$ cat src/rtl/hsw_pkg.sv
// Shared constants, a side-band type and a helper function of the fp16 hard-swish vector unit.
package hsw_pkg;

  localparam int unsigned LANES    = 8;
  localparam int unsigned CNT_W    = 4;
  localparam int unsigned LANE_LAT = 8;

  localparam logic [15:0] FP16_QNAN = 16'h7E00;
  localparam logic [15:0] FP16_PINF = 16'h7C00;
  localparam logic [14:0] MAG_INF   = 15'h7C00;

  // Six in unsigned 3.10 fixed point.
  localparam logic [12:0] C_SIX = 13'd6144;
  // Three in signed fixed point with 24 fraction bits.
  localparam logic signed [27:0] THREE_FX = 28'sh300_0000;
  // Reciprocal of three, (2^25 + 1) / 3, exact for 24-bit dividends.
  localparam logic [23:0] RECIP3 = 24'hAAAAAB;

  typedef struct packed {
    logic        sign;
    logic        byp;
    logic [15:0] byp_val;
  } side_t;

  // Position of the most significant set bit; zero for a zero word.
  function automatic logic [4:0] lead_pos(input logic [23:0] v);
    logic [4:0] pos;
    pos = 5'd0;
    for (int i = 0; i < 24; i++) begin
      if (v[i]) pos = 5'(i);
    end
    return pos;
  endfunction

endpackage

$ cat src/rtl/hsw_rnd.sv
// Two-stage normalize and round-to-nearest-even unit producing an fp16 magnitude.
module hsw_rnd (
  input  logic                clk_i,
  input  logic [23:0]         n_i,
  input  logic signed [6:0]   ex_i,
  input  logic                sticky_i,
  input  hsw_pkg::side_t      side_i,
  output logic [14:0]         mag_o,
  output hsw_pkg::side_t      side_o
);
  import hsw_pkg::*;

  // The value is n * 2^(ex - 35), plus a sticky fraction below the last bit of n.
  logic [23:0]       n_q;
  logic signed [6:0] ex_q;
  logic              sticky_q;
  logic [4:0]        l_q;
  side_t             side1_q;

  always_ff @(posedge clk_i) begin
    n_q      <= n_i;
    ex_q     <= ex_i;
    sticky_q <= sticky_i;
    l_q      <= lead_pos(n_i);
    side1_q  <= side_i;
  end

  logic signed [7:0] e_w, lo_w, sh_w;
  logic [5:0]        sh;
  logic              normal, ovf, guard, st, ru;
  logic [43:0]       ext, w, mask;
  logic [10:0]       kept;
  logic [4:0]        eb;
  logic [15:0]       sum;
  logic [14:0]       mag_d;

  always_comb begin
    e_w    = $signed({3'b000, l_q}) + $signed({ex_q[6], ex_q}) - 8'sd20;
    normal = (e_w >= 8'sd1);
    ovf    = (e_w >= 8'sd31);
    lo_w   = normal ? ($signed({3'b000, l_q}) - 8'sd10)
                    : (8'sd11 - $signed({ex_q[6], ex_q}));
    sh_w   = lo_w + 8'sd19;
    sh     = sh_w[5:0];
    ext    = {n_q, 20'b0};
    w      = ext >> sh;
    mask   = (44'd1 << sh) - 44'd1;
    guard  = w[0];
    kept   = w[11:1];
    st     = sticky_q | (|(ext & mask));
    ru     = guard & (st | kept[0]);
    eb     = normal ? (e_w[4:0] - 5'd1) : 5'd0;
    sum    = {1'b0, eb, 10'b0} + {5'b0, kept} + {15'b0, ru};
    if (n_q == 24'd0) begin
      mag_d = 15'd0;
    end else if (ovf) begin
      mag_d = MAG_INF;
    end else begin
      mag_d = sum[14:0];
    end
  end

  always_ff @(posedge clk_i) begin
    mag_o  <= mag_d;
    side_o <= side1_q;
  end

endmodule

$ cat src/rtl/hsw_lane.sv
// One hard-swish lane: offset and clamp, multiply, round, divide by six, round.
module hsw_lane (
  input  logic        clk_i,
  input  logic [15:0] x_i,
  output logic [15:0] y_o
);
  import hsw_pkg::*;

  logic             s;
  logic [4:0]       e, ee;
  logic [9:0]       f;
  logic [10:0]      mant;
  logic [25:0]      xf;
  logic signed [27:0] v;
  logic [11:0]      tq;
  logic             ru;
  logic [12:0]      t, c;
  side_t            side_a;

  always_comb begin
    s    = x_i[15];
    e    = x_i[14:10];
    f    = x_i[9:0];
    mant = (e == 5'd0) ? {1'b0, f} : {1'b1, f};
    ee   = (e == 5'd0) ? 5'd1 : e;
    xf   = {15'b0, mant} << (ee - 5'd1);
    v    = s ? (THREE_FX - $signed({2'b00, xf})) : (THREE_FX + $signed({2'b00, xf}));
    tq   = 12'd0;
    ru   = 1'b0;
    t    = 13'd0;
    if (!v[27] && (v != 28'sd0)) begin
      if (v[26]) begin
        ru = v[15] & ((|v[14:0]) | v[16]);
        tq = {1'b0, v[26:16]} + {11'b0, ru};
        t  = {tq[10:0], 2'b00};
      end else if (v[25]) begin
        ru = v[14] & ((|v[13:0]) | v[15]);
        tq = {1'b0, v[25:15]} + {11'b0, ru};
        t  = {tq, 1'b0};
      end else begin
        ru = v[13] & ((|v[12:0]) | v[14]);
        tq = {1'b0, v[24:14]} + {11'b0, ru};
        t  = {1'b0, tq};
      end
    end
    if (e <= 5'd16) begin
      c = (t > C_SIX) ? C_SIX : t;
    end else begin
      c = s ? 13'd0 : C_SIX;
    end
    side_a.sign    = s;
    side_a.byp     = (e == 5'd31);
    side_a.byp_val = ((f != 10'd0) || s) ? FP16_QNAN : FP16_PINF;
  end

  logic [12:0] c_q;
  logic [10:0] mant_q;
  logic [4:0]  ee_q;
  side_t       side_a_q;

  always_ff @(posedge clk_i) begin
    c_q      <= c;
    mant_q   <= mant;
    ee_q     <= ee;
    side_a_q <= side_a;
  end

  logic [23:0]       prod_q;
  logic signed [6:0] ex_b_q;
  side_t             side_b_q;

  always_ff @(posedge clk_i) begin
    prod_q   <= c_q * {2'b00, mant_q};
    ex_b_q   <= $signed({2'b00, ee_q});
    side_b_q <= side_a_q;
  end

  logic [14:0] mag1;
  side_t       side1;

  hsw_rnd u_rnd_mul (
    .clk_i    (clk_i),
    .n_i      (prod_q),
    .ex_i     (ex_b_q),
    .sticky_i (1'b0),
    .side_i   (side_b_q),
    .mag_o    (mag1),
    .side_o   (side1)
  );

  logic [4:0]  em, eem;
  logic [10:0] mm;
  logic [23:0] nq;
  side_t       side_c;

  always_comb begin
    em     = mag1[14:10];
    mm     = (em == 5'd0) ? {1'b0, mag1[9:0]} : {1'b1, mag1[9:0]};
    eem    = (em == 5'd0) ? 5'd1 : em;
    nq     = {mm, 13'b0};
    side_c = side1;
    if (!side1.byp) begin
      if (mag1 == 15'd0) begin
        side_c.byp     = 1'b1;
        side_c.byp_val = {side1.sign, 15'd0};
      end else if (mag1 == MAG_INF) begin
        side_c.byp     = 1'b1;
        side_c.byp_val = {side1.sign, MAG_INF};
      end
    end
  end

  logic [47:0] dprod_q;
  logic [23:0] nq_q;
  logic [4:0]  eem_q;
  side_t       side_d_q;

  always_ff @(posedge clk_i) begin
    dprod_q  <= nq * RECIP3;
    nq_q     <= nq;
    eem_q    <= eem;
    side_d_q <= side_c;
  end

  logic [22:0] q23;
  logic [23:0] q3, rem;

  always_comb begin
    q23 = dprod_q[47:25];
    q3  = {q23, 1'b0} + {1'b0, q23};
    rem = nq_q - q3;
  end

  logic [23:0]       n2_q;
  logic signed [6:0] ex2_q;
  logic              st2_q;
  side_t             side_e_q;

  always_ff @(posedge clk_i) begin
    n2_q     <= {1'b0, q23};
    ex2_q    <= $signed({2'b00, eem_q}) - 7'sd4;
    st2_q    <= (rem != 24'd0);
    side_e_q <= side_d_q;
  end

  logic [14:0] mag2;
  side_t       side2;

  hsw_rnd u_rnd_div (
    .clk_i    (clk_i),
    .n_i      (n2_q),
    .ex_i     (ex2_q),
    .sticky_i (st2_q),
    .side_i   (side_e_q),
    .mag_o    (mag2),
    .side_o   (side2)
  );

  assign y_o = side2.byp ? side2.byp_val : {side2.sign, mag2};

endmodule

$ cat config.mk
export PLATFORM = sky130hd
export DESIGN_NAME = hsw_lane
export DESIGN_NICKNAME = d
export VERILOG_FILES = /design/src/rtl/hsw_pkg.sv /design/src/rtl/hsw_rnd.sv /design/src/rtl/hsw_lane.sv
export SDC_FILE = /design/constraint.sdc
export NUM_CORES = 1
export LEC_CHECK = 0
export ABC_AREA = 0
export BUFFER_PORTS_ARGS = -buffer_cell sky130_fd_sc_hd__buf_2
export CAP_MARGIN = 20
export CORE_UTILIZATION = 30
export DETAILED_ROUTE_END_ITERATION = 8
export SETUP_SLACK_MARGIN = 0.05
export SKIP_CTS_REPAIR_TIMING = 1
export SLEW_MARGIN = 30
export SYNTH_ARGS = -nofsm -noshare
export SYNTH_HDL_FRONTEND = slang
export SYNTH_SLANG_ARGS = --single-unit
$ cat constraint.sdc
create_clock -name clk_i -period 7.59 [get_ports clk_i]
set_clock_uncertainty 0.1 [all_clocks]
set_input_delay 0.759 -clock clk_i [delete_from_list [all_inputs] [get_ports clk_i]]
set_output_delay 0.759 -clock clk_i [all_outputs]
set_load 0.02 [all_outputs]
==> run summary <==
The flow ran to the end, and the final reports show no timing, DRC or antenna violations. Using the TritonRoute via totals, the vias-per-cell ratio works out to 5.498. The fraction of the mapped netlist area in compound gates works out to 0.1984.

The final layout contains routed wiring with a total length of 74,580 um. The tools report the data arrival time at the worst-slack endpoint as 7.55 ns. After clock tree synthesis, the clock-pin slew on the worst setup and hold paths is 0.07 ns. The post-synthesis instance area was 25,320 um^2; the number of H-tree levels was 1. The tools report the routability congestion estimate from global placement as 0.9754.

The number of endpoints with negative hold slack in the final report is 0. The sequential area share after synthesis came out at 0.2040. The slew at the pin closest to its max-slew limit was 0.8973 ns. The fraction of layout instances using a drive strength above 1 came out at 0.09688. The logs give 22,370 for the via count of the first global-routing pass and 83,560 um^2 for the core area.

The final period utilization is 0.9422, and the simple-gate share of the synthesized area is 0.2087. For the number of maximum-capacitance constraint violations, the log shows 0. In this run the remaining antenna-violating nets after routing total 0. The tree is rooted in a sky130_fd_sc_hd__clkbuf_16. From left edge to right edge, the die measures 292.5 um. STA puts the critical path data required time at 7.98 ns. The proportion of register bits with asynchronous set or reset after synthesis was 0; the synthesized area per cell was 8.316 um^2. In the synthesized netlist the dominant register cell turns out to be sky130_fd_sc_hd__dfxtp_1. For the CTS buffer count, the log shows 28. Global-route wire length before repair: 120,500 um. The library cells used most frequently in the layout, excluding fill and tap cells, are sky130_fd_sc_hd__nand2_1, sky130_fd_sc_hd__inv_1, sky130_fd_sc_hd__dfxtp_1, sky130_fd_sc_hd__ha_1, sky130_fd_sc_hd__nor2_1. After detailed routing, the average wire length per cell comes to 17.94 um.

The run gives 22,860 as the total via count after detailed routing. The leftover overflow at the end of global routing is 0, and the number of flip-flops and latches in the synthesized netlist is 258. The clock reaches the later pin of the worst-skew pair after 0.58 ns. The first TritonRoute pass finished after 5 iterations. At the end of the flow, the number of nets in the layout was 3,444. By area, the combinational part of the netlist is dominated by adder cells. For the die outline area, the log shows 85,570 um^2.

The most common library cell in the layout ignoring fill and taps was sky130_fd_sc_hd__nand2_1. The mux share of post-synthesis cell area works out to 0.05336. The adder-cell area share of the yosys netlist came out at 0.2292. The global-route usage over all layers was 0.1712; the number of ports placed on the die boundary was 33. The layout filler cell count is 8,698. Measured along the y axis, the die boundary spans 292.5 um. In this run the core area contains 106 standard-cell rows. The path class of the tightest hold or removal check is reg2reg. Xor/xnor share of the synthesized area: 0.04086.

Setup repair after global routing left no endpoint under its margin. The final critical delay including setup and external delays is 7.151 ns. Based on the critical path, the design can be clocked at up to 139.8 MHz. The startpoint kind of the worst setup timing path was a flip-flop.

Synthesis produced 3,045 cells. The worst setup path is of the reg2reg kind. The count of final max-slew check failures was 0; the number of enable flip-flop cells after synthesis was 0. Count of unique library cells instantiated by Yosys: 102.

TritonCTS built the clock tree. The Yosys warning count is 0, and the detailed router's first-iteration violation count is 1,953. Along the worst path, the maximum fanout reaches 14. Relative to the synthesized area, the layout overhead comes to 10.80%.

The tools report the sort of element at the end of the critical path as a flip-flop. The count of buffers inserted at the top-level ports was 32. After legalization and detailed placement, the total HPWL measured 57,360 um. The tools report the initial antenna violation count as 3. Clock tree synthesis found a total of 258 sinks. Worst max-slew margin expressed relative to the limit: 0.3847.

The initial core utilization came out at 0.3031. Post-synthesis net count: 3,435. Entering global routing, the biggest net connects 50 pins. The tools report the post-detailed-route DRC marker count as 0. Setup violations remaining at the end of the flow were counted as 0.

Adding up every negative setup slack in the final design gives 0 ns. In this run the deepest clock path goes through 3 buffers.
==> layout make-up <==
class | count | area, um^2 | area share
antenna | 1 | 2.502 | 0.00008919
clock buffer | 32 | 735.7 | 0.02622
clock inverter | 20 | 269.0 | 0.009588
inverter | 283 | 1065 | 0.03795
multi-input combinational | 2353 | 18560 | 0.6617
sequential | 258 | 5165 | 0.1841
tap | 1080 | 1351 | 0.04816
timing repair buffer | 130 | 903.4 | 0.03220
==> Yosys cell counts, types with 38 or more instances <==
master / instances / area [um^2]
sky130_fd_sc_hd__nor2_1: 204 / 765.7
sky130_fd_sc_hd__nand2_1: 292 / 1096
sky130_fd_sc_hd__fa_1: 150 / 3003
sky130_fd_sc_hd__inv_1: 276 / 1036
sky130_fd_sc_hd__and2_1: 84 / 525.5
sky130_fd_sc_hd__clkbuf_1: 135 / 506.7
sky130_fd_sc_hd__o21ai_0: 122 / 610.6
sky130_fd_sc_hd__mux4_2: 38 / 855.8
sky130_fd_sc_hd__xnor2_1: 77 / 674.4
sky130_fd_sc_hd__nor3_1: 114 / 570.6
sky130_fd_sc_hd__ha_1: 223 / 2790
sky130_fd_sc_hd__dfxtp_1: 258 / 5165
sky130_fd_sc_hd__nand3_1: 81 / 405.4
sky130_fd_sc_hd__nor4_1: 45 / 281.5
sky130_fd_sc_hd__a211oi_1: 47 / 352.8
sky130_fd_sc_hd__a21oi_1: 144 / 720.7
==> worst max-delay path: stages (launching register included) <==
cell and delay (ns):
sky130_fd_sc_hd__dfxtp_1 0.43, sky130_fd_sc_hd__ha_1 0.29, sky130_fd_sc_hd__a21oi_2 0.19, sky130_fd_sc_hd__o21ai_0 0.15, sky130_fd_sc_hd__or2_2 0.36, sky130_fd_sc_hd__ha_1 0.28
sky130_fd_sc_hd__or3_1 0.45, sky130_fd_sc_hd__a31o_2 0.37, sky130_fd_sc_hd__and3_1 0.25, sky130_fd_sc_hd__nor2_4 0.10, sky130_fd_sc_hd__ha_1 0.26, sky130_fd_sc_hd__ha_2 0.39
sky130_fd_sc_hd__inv_1 0.24, sky130_fd_sc_hd__nand2_1 0.11, sky130_fd_sc_hd__a31oi_1 0.17, sky130_fd_sc_hd__a21oi_1 0.06, sky130_fd_sc_hd__a41o_1 0.23, sky130_fd_sc_hd__and2_1 0.15
sky130_fd_sc_hd__o32ai_1 0.30, sky130_fd_sc_hd__o31ai_1 0.13, sky130_fd_sc_hd__buf_4 0.16, sky130_fd_sc_hd__inv_1 0.06, sky130_fd_sc_hd__ha_1 0.13, sky130_fd_sc_hd__inv_1 0.06
sky130_fd_sc_hd__or4_1 0.63, sky130_fd_sc_hd__o31a_1 0.38, sky130_fd_sc_hd__or4_1 0.47, sky130_fd_sc_hd__a31oi_1 0.16
==> state kept, by name, summed over array words and instances, names as in the netlist, 6 cells and up <==
signal / cells
u_rnd_mul.mag_o: 15
mant_q: 11
c_q: 13
u_rnd_div.mag_o: 15
u_rnd_div.ex_q: 6
n2_q: 23
nq_q: 11
u_rnd_div.n_q: 23
prod_q: 24
u_rnd_mul.n_q: 24
ex2_q: 6
dprod_q: 23
==> routing by layer <==
layer / GRT usage / up-vias / wire length, um
met5: 0 / - / 40
met4: 0.06755 / 6 / 2999
met3: 0.02557 / 193 / 4783
met2: 0.2885 / 854 / 34690
met1: 0.2189 / 10870 / 32070
li1: - / 10930 / -
==> worst paths after layout <==
| path | from | end | slack, ns | cells after the start |
|---|---|---|---|---|
| hold / removal | u_rnd_mul.side1_q[17] | u_rnd_mul.side_o[17] | 0.22 | 0 |
| setup / recovery | u_rnd_div.ex_q[1] | u_rnd_div.mag_o[14] | 0.44 | 27 |
| hold reg to reg | u_rnd_mul.side1_q[17] | u_rnd_mul.side_o[17] | 0.22 | 0 |
| setup reg to reg | u_rnd_div.ex_q[1] | u_rnd_div.mag_o[14] | 0.44 | 27 |
==> cells by family (layout without fill, tap and decap cells) <==
logic type	after synthesis	after routing
other	0	1
muxes	86	86
and+or+nand+nor	1059	1059
DFF	258	258
AOI/OAI and AO/OA	719	719
buffers and inverters	434	465
adders and majority gates	374	374
xor gates and xnor gates	115	115
==> per-stage QoR <==
step / hold slack (ns) / std cells / worst slack (ns) / cell area, um^2 / utilization
final: 0.2223 / 4157 / 0.4391 / 28060 / 0.3358
after global routing: 0.2320 / 4156 / 0.05551 / 28050 / 0.3357
after CTS: 0.2230 / 4156 / 0.3042 / 28010 / 0.3352
after detailed placement: 0.2121 / 4104 / 0.3525 / 27010 / 0.3232
after global placement: 0.2100 / 4104 / 0.4089 / 27010 / 0.3232
after floorplan: 0.2096 / 3045 / 0.1468 / 25320 / -
Power is left out: the tool's default activity adds up to more than one toggle a clock period on the data nets, which glitch-free logic cannot reach.
